==> config.mk <==
export PLATFORM = sky130hd
export DESIGN_NAME = motor_safety_controller_core
export DESIGN_NICKNAME = d
export VERILOG_FILES = /design/src/rtl/msc_pkg.sv /design/src/rtl/msc_state.sv /design/src/rtl/msc_led.sv /design/src/rtl/motor_safety_controller_core.sv
export SDC_FILE = /design/constraint.sdc
export NUM_CORES = 1
export LEC_CHECK = 0
export ABC_AREA = 1
export ABC_CLOCK_PERIOD_IN_PS = 15510
export BUFFER_PORTS_ARGS = -buffer_cell sky130_fd_sc_hd__buf_2
export CAP_MARGIN = 20
export CORE_MARGIN = 5
export CORE_UTILIZATION = 60
export DETAILED_ROUTE_END_ITERATION = 10
export MAX_ROUTING_LAYER = met4
export PLACE_DENSITY = 0.9
export SLEW_MARGIN = 20
export SYNTH_ARGS = -nofsm -noshare
export SYNTH_HDL_FRONTEND = slang
export SYNTH_SLANG_ARGS = --single-unit
==> constraint.sdc <==
create_clock -name clk_i -period 15.51 [get_ports clk_i]
set_input_delay 1.551 -clock clk_i [delete_from_list [all_inputs] [get_ports clk_i]]
set_output_delay 1.551 -clock clk_i [all_outputs]
set_load 0.02 [all_outputs]
==> src/rtl/msc_pkg.sv <==
// ----------------------------------------------------------------------------
// msc_pkg
// Types, codes and reset values shared by the motor safety controller.
// ----------------------------------------------------------------------------
`default_nettype none

package msc_pkg;

  // LED bar length, default for the top level parameter
  localparam int unsigned LedCountDef = 8;

  // Register indexes of the configuration port
  localparam logic [1:0] CFG_ENC_TIMEOUT = 2'd0;
  localparam logic [1:0] CFG_BLINK_INT   = 2'd1;
  localparam logic [1:0] CFG_DUTY_STEP   = 2'd2;
  localparam logic [1:0] CFG_START_DUTY  = 2'd3;

  // Register reset values
  localparam logic [15:0] ENC_TIMEOUT_RST = 16'd400;
  localparam logic [15:0] BLINK_INT_RST   = 16'd250;
  localparam logic [7:0]  DUTY_STEP_RST   = 8'd32;
  localparam logic [7:0]  START_DUTY_RST  = 8'd128;

  localparam logic [7:0]  DUTY_MAX = 8'd255;
  localparam logic [15:0] CNT_MAX  = 16'hFFFF;

  // Key characters
  localparam logic [7:0] KEY_LATCH = 8'h41;  // 'A'
  localparam logic [7:0] KEY_CW    = 8'h31;  // '1'
  localparam logic [7:0] KEY_STOP  = 8'h32;  // '2'
  localparam logic [7:0] KEY_CCW   = 8'h33;  // '3'
  localparam logic [7:0] KEY_UP    = 8'h35;  // '5'
  localparam logic [7:0] KEY_DOWN  = 8'h38;  // '8'

  typedef enum logic [1:0] {
    KIND_TICK  = 2'd0,
    KIND_KEY   = 2'd1,
    KIND_PULSE = 2'd2
  } kind_e;

  typedef enum logic [1:0] {
    MODE_NORMAL = 2'd0,
    MODE_FAULT  = 2'd1,
    MODE_STOP   = 2'd2
  } mode_e;

  typedef enum logic [1:0] {
    DIR_STOP = 2'd0,
    DIR_CW   = 2'd1,
    DIR_CCW  = 2'd2
  } dir_e;

  typedef enum logic [2:0] {
    COL_OFF    = 3'd0,
    COL_GREEN  = 3'd1,
    COL_BLUE   = 3'd2,
    COL_ORANGE = 3'd3,
    COL_RED    = 3'd4
  } colour_e;

  typedef struct packed {
    logic [15:0] enc_timeout;
    logic [15:0] blink_int;
    logic [7:0]  duty_step;
    logic [7:0]  start_duty;
  } cfg_t;

  typedef struct packed {
    mode_e      mode;
    dir_e       dir;
    logic [7:0] duty;
    logic       blink_on;
  } status_t;

endpackage

`default_nettype wire

==> src/rtl/msc_state.sv <==
// ----------------------------------------------------------------------------
// msc_state
// Controller state and its per-beat update: keys, watchdog, blink timer.
// ----------------------------------------------------------------------------
`default_nettype none

module msc_state
  import msc_pkg::*;
(
  input  wire logic        clk_i,
  input  wire logic        rst_ni,
  input  wire logic        step_i,
  input  wire logic [1:0]  kind_i,
  input  wire logic [7:0]  key_i,
  input  wire cfg_t        cfg_i,
  output status_t          status_o,
  output logic [15:0]      pulse_total_o
);

  mode_e       mode_q, mode_d;
  dir_e        dir_q, dir_d;
  logic [7:0]  duty_q, duty_d;
  logic [15:0] since_q, since_d;
  logic [15:0] blink_el_q, blink_el_d;
  logic        blink_on_q, blink_on_d;
  logic [15:0] pcnt_q, pcnt_d;

  always_comb begin
    logic [8:0] sum;
    mode_d     = mode_q;
    dir_d      = dir_q;
    duty_d     = duty_q;
    since_d    = since_q;
    blink_el_d = blink_el_q;
    blink_on_d = blink_on_q;
    pcnt_d     = pcnt_q;
    sum        = {1'b0, duty_q} + {1'b0, cfg_i.duty_step};

    // apply the event
    case (kind_i)
      KIND_TICK: begin
        if (since_q != CNT_MAX) since_d = since_q + 16'd1;
        if (blink_el_q != CNT_MAX) blink_el_d = blink_el_q + 16'd1;
      end
      KIND_KEY: begin
        if (key_i == KEY_LATCH) begin
          if (mode_q != MODE_STOP) begin
            mode_d = MODE_STOP;
            duty_d = '0;
            dir_d  = DIR_STOP;
          end else begin
            mode_d = MODE_NORMAL;
          end
        end else if (mode_q != MODE_STOP) begin
          case (key_i)
            KEY_CW, KEY_CCW: begin
              dir_d = (key_i == KEY_CW) ? DIR_CW : DIR_CCW;
              if (duty_q == '0) duty_d = cfg_i.start_duty;
            end
            KEY_STOP: begin
              dir_d  = DIR_STOP;
              duty_d = '0;
            end
            KEY_UP: begin
              duty_d = sum[8] ? DUTY_MAX : sum[7:0];
            end
            KEY_DOWN: begin
              duty_d = (duty_q > cfg_i.duty_step) ? duty_q - cfg_i.duty_step : '0;
              if (duty_d == '0) dir_d = DIR_STOP;
            end
            default: ;
          endcase
        end
      end
      KIND_PULSE: begin
        pcnt_d  = pcnt_q + 16'd1;
        since_d = '0;
      end
      default: ;
    endcase

    // mode logic on the updated state
    if (mode_d == MODE_STOP) begin
      if (blink_el_d >= cfg_i.blink_int) begin
        blink_el_d = '0;
        blink_on_d = !blink_on_q;
      end
    end else if (duty_d != '0 && dir_d != DIR_STOP) begin
      mode_d = (since_d > cfg_i.enc_timeout) ? MODE_FAULT : MODE_NORMAL;
    end else begin
      since_d = '0;
      mode_d  = MODE_NORMAL;
    end
  end

  always_ff @(posedge clk_i or negedge rst_ni) begin
    if (!rst_ni) begin
      mode_q     <= MODE_NORMAL;
      dir_q      <= DIR_STOP;
      duty_q     <= '0;
      since_q    <= '0;
      blink_el_q <= '0;
      blink_on_q <= 1'b0;
      pcnt_q     <= '0;
    end else if (step_i) begin
      mode_q     <= mode_d;
      dir_q      <= dir_d;
      duty_q     <= duty_d;
      since_q    <= since_d;
      blink_el_q <= blink_el_d;
      blink_on_q <= blink_on_d;
      pcnt_q     <= pcnt_d;
    end
  end

  // result reflects the state after this beat
  assign status_o.mode     = mode_d;
  assign status_o.dir      = dir_d;
  assign status_o.duty     = duty_d;
  assign status_o.blink_on = blink_on_d;
  assign pulse_total_o     = pcnt_d;

  a_stop_idle: assert property (@(posedge clk_i) disable iff (!rst_ni)
    mode_q == MODE_STOP |-> duty_q == '0 && dir_q == DIR_STOP)
    else $error("stop mode with a running command");

  a_fault_running: assert property (@(posedge clk_i) disable iff (!rst_ni)
    mode_q == MODE_FAULT |-> duty_q != '0 && dir_q != DIR_STOP)
    else $error("fault mode without a running command");

  a_pulse_count: assert property (@(posedge clk_i) disable iff (!rst_ni)
    step_i && kind_i == KIND_PULSE |=> pcnt_q == $past(pcnt_q) + 16'd1)
    else $error("pulse count did not advance");

endmodule

`default_nettype wire

==> src/rtl/msc_led.sv <==
// ----------------------------------------------------------------------------
// msc_led
// H-bridge drive, duty gating and LED bar mask and colour from the status.
// ----------------------------------------------------------------------------
`default_nettype none

module msc_led
  import msc_pkg::*;
#(
  parameter int unsigned LED_COUNT = LedCountDef
) (
  input  wire status_t status_i,
  output logic        drive_a_o,
  output logic        drive_b_o,
  output logic [7:0]  duty_out_o,
  output logic [7:0]  led_mask_o,
  output logic [2:0]  led_colour_o
);

  logic        run;
  logic [10:0] prod;
  logic [3:0]  quot;
  logic [3:0]  n_lit;

  assign run  = status_i.mode != MODE_STOP && status_i.dir != DIR_STOP &&
                status_i.duty != '0;
  assign prod = 11'(status_i.duty) * 11'(LED_COUNT - 1);
  // divide by 255: exact for products below 255 * 256
  assign quot  = 4'((16'(prod) + (16'(prod) >> 8) + 16'd1) >> 8);
  assign n_lit = quot + 4'd1;

  always_comb begin
    drive_a_o    = 1'b0;
    drive_b_o    = 1'b0;
    duty_out_o   = '0;
    led_mask_o   = '0;
    led_colour_o = COL_OFF;
    if (run) begin
      duty_out_o = status_i.duty;
      drive_a_o  = status_i.dir == DIR_CW;
      drive_b_o  = status_i.dir != DIR_CW;
      for (int i = 0; i < 8; i++) begin
        if (i < int'(LED_COUNT)) begin
          if (status_i.dir == DIR_CW) led_mask_o[i] = 4'(i) < n_lit;
          else led_mask_o[i] = (4'(i) + n_lit) >= 4'(LED_COUNT);
        end
      end
      if (status_i.mode == MODE_FAULT) led_colour_o = COL_ORANGE;
      else if (status_i.dir == DIR_CW) led_colour_o = COL_GREEN;
      else led_colour_o = COL_BLUE;
    end else if (status_i.mode == MODE_STOP && status_i.blink_on) begin
      for (int i = 0; i < 8; i++) begin
        led_mask_o[i] = i < int'(LED_COUNT);
      end
      led_colour_o = COL_RED;
    end
  end

endmodule

`default_nettype wire

==> src/rtl/motor_safety_controller_core.sv <==
// A beat accepted into the input register has its result written to the result register when it moves on.
// Throughput: one beat per cycle while the output is not stalled; the state update is a single pass between
// the input register and the result register, so it never stalls the stream.
// s_axis_tready drops only while both the input and the result register hold.
// Reset clears the controller state and loads the register defaults
// (timeout 400, blink interval 250, duty step 32, start duty 128).
// ----------------------------------------------------------------------------
// motor_safety_controller_core
// DC motor command controller with latching stop and encoder watchdog.
// ----------------------------------------------------------------------------
`default_nettype none

module motor_safety_controller_core
  import msc_pkg::*;
#(
  parameter int unsigned LED_COUNT = LedCountDef
) (
  input  wire logic        clk_i,
  input  wire logic        rst_ni,
  input  wire logic        cfg_we_i,
  input  wire logic [1:0]  cfg_idx_i,
  input  wire logic [15:0] cfg_wdata_i,
  input  wire logic        s_axis_tvalid,
  output logic             s_axis_tready,
  input  wire logic [7:0]  s_axis_tdata,   // key_code
  input  wire logic [1:0]  s_axis_tuser,   // kind
  output logic             m_axis_tvalid,
  input  wire logic        m_axis_tready,
  // drive_a, drive_b, duty_out[7:0], mode_out[1:0], dir_out[1:0],
  // led_mask[7:0], led_colour[2:0], pulse_total[15:0], zero pad
  output logic [47:0]      m_axis_tdata
);

  cfg_t        cfg_q;
  logic        in_valid_q, out_valid_q;
  logic [1:0]  kind_q;
  logic [7:0]  key_q;
  logic        advance, step;
  status_t     status;
  logic [15:0] pulse_total;
  logic        drive_a, drive_b;
  logic [7:0]  duty_out, led_mask;
  logic [2:0]  led_colour;
  logic [40:0] result_d, result_q;

  always_ff @(posedge clk_i or negedge rst_ni) begin
    if (!rst_ni) begin
      cfg_q.enc_timeout <= ENC_TIMEOUT_RST;
      cfg_q.blink_int   <= BLINK_INT_RST;
      cfg_q.duty_step   <= DUTY_STEP_RST;
      cfg_q.start_duty  <= START_DUTY_RST;
    end else if (cfg_we_i) begin
      unique case (cfg_idx_i)
        CFG_ENC_TIMEOUT: cfg_q.enc_timeout <= cfg_wdata_i;
        CFG_BLINK_INT:   cfg_q.blink_int   <= cfg_wdata_i;
        CFG_DUTY_STEP:   cfg_q.duty_step   <= cfg_wdata_i[7:0];
        CFG_START_DUTY:  cfg_q.start_duty  <= cfg_wdata_i[7:0];
        default: ;
      endcase
    end
  end

  assign advance       = !out_valid_q || m_axis_tready;
  assign s_axis_tready = !in_valid_q || advance;
  assign step          = in_valid_q && advance;

  always_ff @(posedge clk_i or negedge rst_ni) begin
    if (!rst_ni) begin
      in_valid_q  <= 1'b0;
      out_valid_q <= 1'b0;
    end else begin
      if (s_axis_tready) in_valid_q <= s_axis_tvalid;
      if (advance) out_valid_q <= in_valid_q;
    end
  end

  always_ff @(posedge clk_i) begin
    if (s_axis_tvalid && s_axis_tready) begin
      kind_q <= s_axis_tuser;
      key_q  <= s_axis_tdata;
    end
    if (step) result_q <= result_d;
  end

  msc_state u_state (
    .clk_i         (clk_i),
    .rst_ni        (rst_ni),
    .step_i        (step),
    .kind_i        (kind_q),
    .key_i         (key_q),
    .cfg_i         (cfg_q),
    .status_o      (status),
    .pulse_total_o (pulse_total)
  );

  msc_led #(
    .LED_COUNT (LED_COUNT)
  ) u_led (
    .status_i     (status),
    .drive_a_o    (drive_a),
    .drive_b_o    (drive_b),
    .duty_out_o   (duty_out),
    .led_mask_o   (led_mask),
    .led_colour_o (led_colour)
  );

  assign result_d = {pulse_total, led_colour, led_mask, status.dir, status.mode,
                     duty_out, drive_b, drive_a};

  assign m_axis_tvalid = out_valid_q;
  assign m_axis_tdata  = {7'd0, result_q};

  a_ready_full: assert property (@(posedge clk_i) disable iff (!rst_ni)
    !s_axis_tready |-> in_valid_q && out_valid_q)
    else $error("input stalled with a free stage");

  a_drive_excl: assert property (@(posedge clk_i) disable iff (!rst_ni)
    m_axis_tvalid |-> !(m_axis_tdata[0] && m_axis_tdata[1]))
    else $error("both bridge inputs driven");

  a_stop_no_drive: assert property (@(posedge clk_i) disable iff (!rst_ni)
    m_axis_tvalid && m_axis_tdata[11:10] == MODE_STOP |->
      m_axis_tdata[9:0] == 10'd0)
    else $error("drive active in stop mode");

endmodule

`default_nettype wire

==> reports/qor.csv <==
stage,metric,value,unit
worst_setup_path,crit_type,reg -> reg,
layout,drive_above_1_share,0.140,
layout,multi_input_area,5140,um2
placement,gp_congestion,1.05,
global_route,grt_max_degree,103,
layout,final_cells,1604,
clock_tree,cts_max_path_buffers,2,
worst_setup_path,critical_path.top_delay_family,adder cells,
worst_setup_path,crit_path_top_delay_cell,o21ai_0,
floorplanning,start_util,0.609,
clock_tree,cts.sinks,162,
timing,hold_slack,0.484,ns
clock_tree,h-tree-depth,4,
floorplanning,die_w,142,um
timing,worst_pin_slew,1.09,ns
power_and_ir_drop,ir_drop,104,uV
placement,pre_cts_slack,8.48,ns
yosys,ys_types,57,
worst_setup_path,required,15.69,ns
yosys,yosys-top-cells-count,"nand2_1 (260), inv_1 (228), o21ai_0 (127)",
yosys,yosysSeqAreaShare,0.412,
yosys,yosysWarnings,0,
route,drt_first_iter_violations,1061,
timing,slew_headroom,0.274,
clock_tree,numCtsBuffers,17,
hold_path,min-delay-path-class,reg -> reg,
timing,worst_slack,8.28,ns
global_route,antenna_found_initial,0,
clock_tree,cts_setup_buffers,0,
route,via_count,9010,
timing,drv_slew,0,
run_status,status,"complete, no violations",
yosys,synth_seq_cells,162,
power_and_ir_drop,p_leak,5.80,nW
timing,finClkSkew,0.0125,ns
route,detail-route-antenna-nets,0,
layout,fillCellCount,1307,
placement,placed_cells,1572,
flow_run,maxCapViolCount,0,
yosys,synthFlopType,dfrtp_1,
layout,final-seq-area,4320,um2
global_route,grt_pass1_wl,41800,um
floorplanning,io_pins,83,
placement,io_buffers,75,
worst_setup_path,worstPathArrival,7.41,ns
timing,fmax,0.138,GHz
power_and_ir_drop,powerDensity,137,nW/um2
worst_setup_path,crit_buf_inv,11,
layout,antenna_cells,0,
timing,period_needed,7.23,ns
yosys,synth_cells,1295,
route,wl_per_cell,15.7,um
clock_tree,cts_tree,built,
timing,hold_violations,0,
timing,rsz0062_at_grt,false,
worst_setup_path,end_kind,flop,
yosys,syn_area_per_cell,8.11,um2
timing,finalSetupViolations,0,
global_route,overflow,0,
worst_setup_path,worstSetupStartpointType,flop,
yosys,netlist_top_cells_area,"dfrtp_1 (24%), edfxtp_1 (15%), nand2_1 (9.3%)",
route,drt_wl_total,25200,um
route,route.detailed.drc,0,
timing,timing.setup.tns,0,ns
yosys,yosys.area.top_type_share,0.238,
yosys,async_reset_ff_frac,0.685,
clock_tree,hold_buffers,0,
route,detail_route.first_pass.iterations,5,
floorplanning,rows,48,
layout,finalNetCount,1480,
floorplanning,chipHeight,142,um
clock_tree,post_cts_resized,0,
floorplanning,core-area,17200,um2
worst_setup_path,cp_max_fo,6,
global_route,grt_use_total,0.263,
clock_tree,clkSlewWorstSetupHoldPaths,0.07,ns
yosys,syn-cell-area,10500,um2
route,viasPerCell,5.62,
yosys,synth_top_area_cell,dfrtp_1,
global_route,grt_pass1_vias,8841,
yosys,synth_edf_count,51,
layout,syn_to_final_growth,10.8,%
timing,finalCritPeriodShare,0.466,
clock_tree,cts_root_buffer,clkbuf_16,
worst_setup_path,reg2reg_slack,8.28,ns
floorplanning,dieArea,20200,um2
yosys,synth.most_common_cell,nand2_1,
worst_setup_path,slowest_delay,0.70,ns
clock_tree,insertion_delay,0.43,ns
placement,dp_hpwl,18100,um
[worst reg2reg max path, delay by kind of cell, from the launching register on]
kind / cells / cell delay (ns)
AOI/OAI and AO/OA: 8 / 1.95
adders and majority gates: 6 / 2.09
DFF: 1 / 0.55
buffers and inverters: 11 / 1.14
and+or+nand+nor: 16 / 1.24
[metal layers]
layer	wire length, um	part of all wire	GRT usage
met4	636	0.025	0.0875
met2	12700	0.50	0.443
met5	0	0	-
met1	10300	0.41	0.322
met3	1630	0.064	0.0460
[through the flow]
stage	power, W	area [um2]	util
CTS	0.00159	11600	0.675
finish	0.00159	11600	0.675
global placement	0.00114	11000	0.641
global route	0.00169	11600	0.675
floorplan	0.00102	10500	-
detailed placement	0.00116	11000	0.641
[cells by family (layout without fill, tap and decap cells)]
kind of cell             Yosys count  count (layout)  share of synthesized area
buffers and inverters            272             350                      0.102
AO/OA/AOI/OAI                    247             247                      0.131
adder cells (fa/ha/maj)           81              81                      0.104
flip-flops                       162             162                      0.412
AND/OR/NAND/NOR                  492             492                      0.217
XOR/XNOR                          40              40                     0.0341
other                              1               7                   0.000357
[state kept, by name, indices dropped and copies added (netlist names)]
name / cells
u_state.pcnt_q: 16
u_state.blink_el_q: 16
in_valid_q: 1
key_q: 8
u_state.blink_on_q: 1
cfg_q: 48
kind_q: 2
u_state.dir_q: 2
u_state.mode_q: 2
result_q: 41
u_state.duty_q: 8
u_state.since_q: 16
m_axis_tvalid: 1
[layout by cell type (no fill, tap or decap), types with 7 or more instances in the layout]
cell type  count
nand3_1       62
xor2_1        36
buf_2         74
o21ai_1       12
nand2_4        8
o22ai_1       14
dfstp_2       11
conb_1         7
inv_2         11
clkbuf_16     17
inv_1        227
o211ai_1       7
dfrtp_1      100
ha_1          71
nand2_1      260
nand4_1       13
nor2_2         8
nor3_1        28
nand2_2       20
nor2_1        67
o21ai_0      127
edfxtp_1      51
fa_1          10
a31oi_1        9
a21oi_1       50
[power by group]
group | switching [W] | internal [W]
registers | 0.0000537 | 0.000538
clock network | 0.000186 | 0.000240
logic | 0.000388 | 0.000185
[path summary, 6_finish.rpt]
kind / endpoint / cells after the start / from
worst max-delay path: result_q[16] / 41 / cfg_q[13]
worst min-delay path: cfg_q[45] / 2 / cfg_q[45]
worst max register to register: result_q[16] / 41 / cfg_q[13]
worst min register to register: cfg_q[45] / 2 / cfg_q[45]
max in group asynchronous: u_state.blink_el_q[3] / 2 / rst_ni
min in group asynchronous: u_state.pcnt_q[2] / 1 / rst_ni
[final cells by class]
type	instances	area share
multi-input combinational	867	0.442
tap	225	0.0242
timing repair buffer	78	0.0344
clock inverter	13	0.0130
sequential	162	0.372
clock buffer	19	0.0372
inverter	240	0.0778
Note: power is estimated with default switching activity, not from simulation.
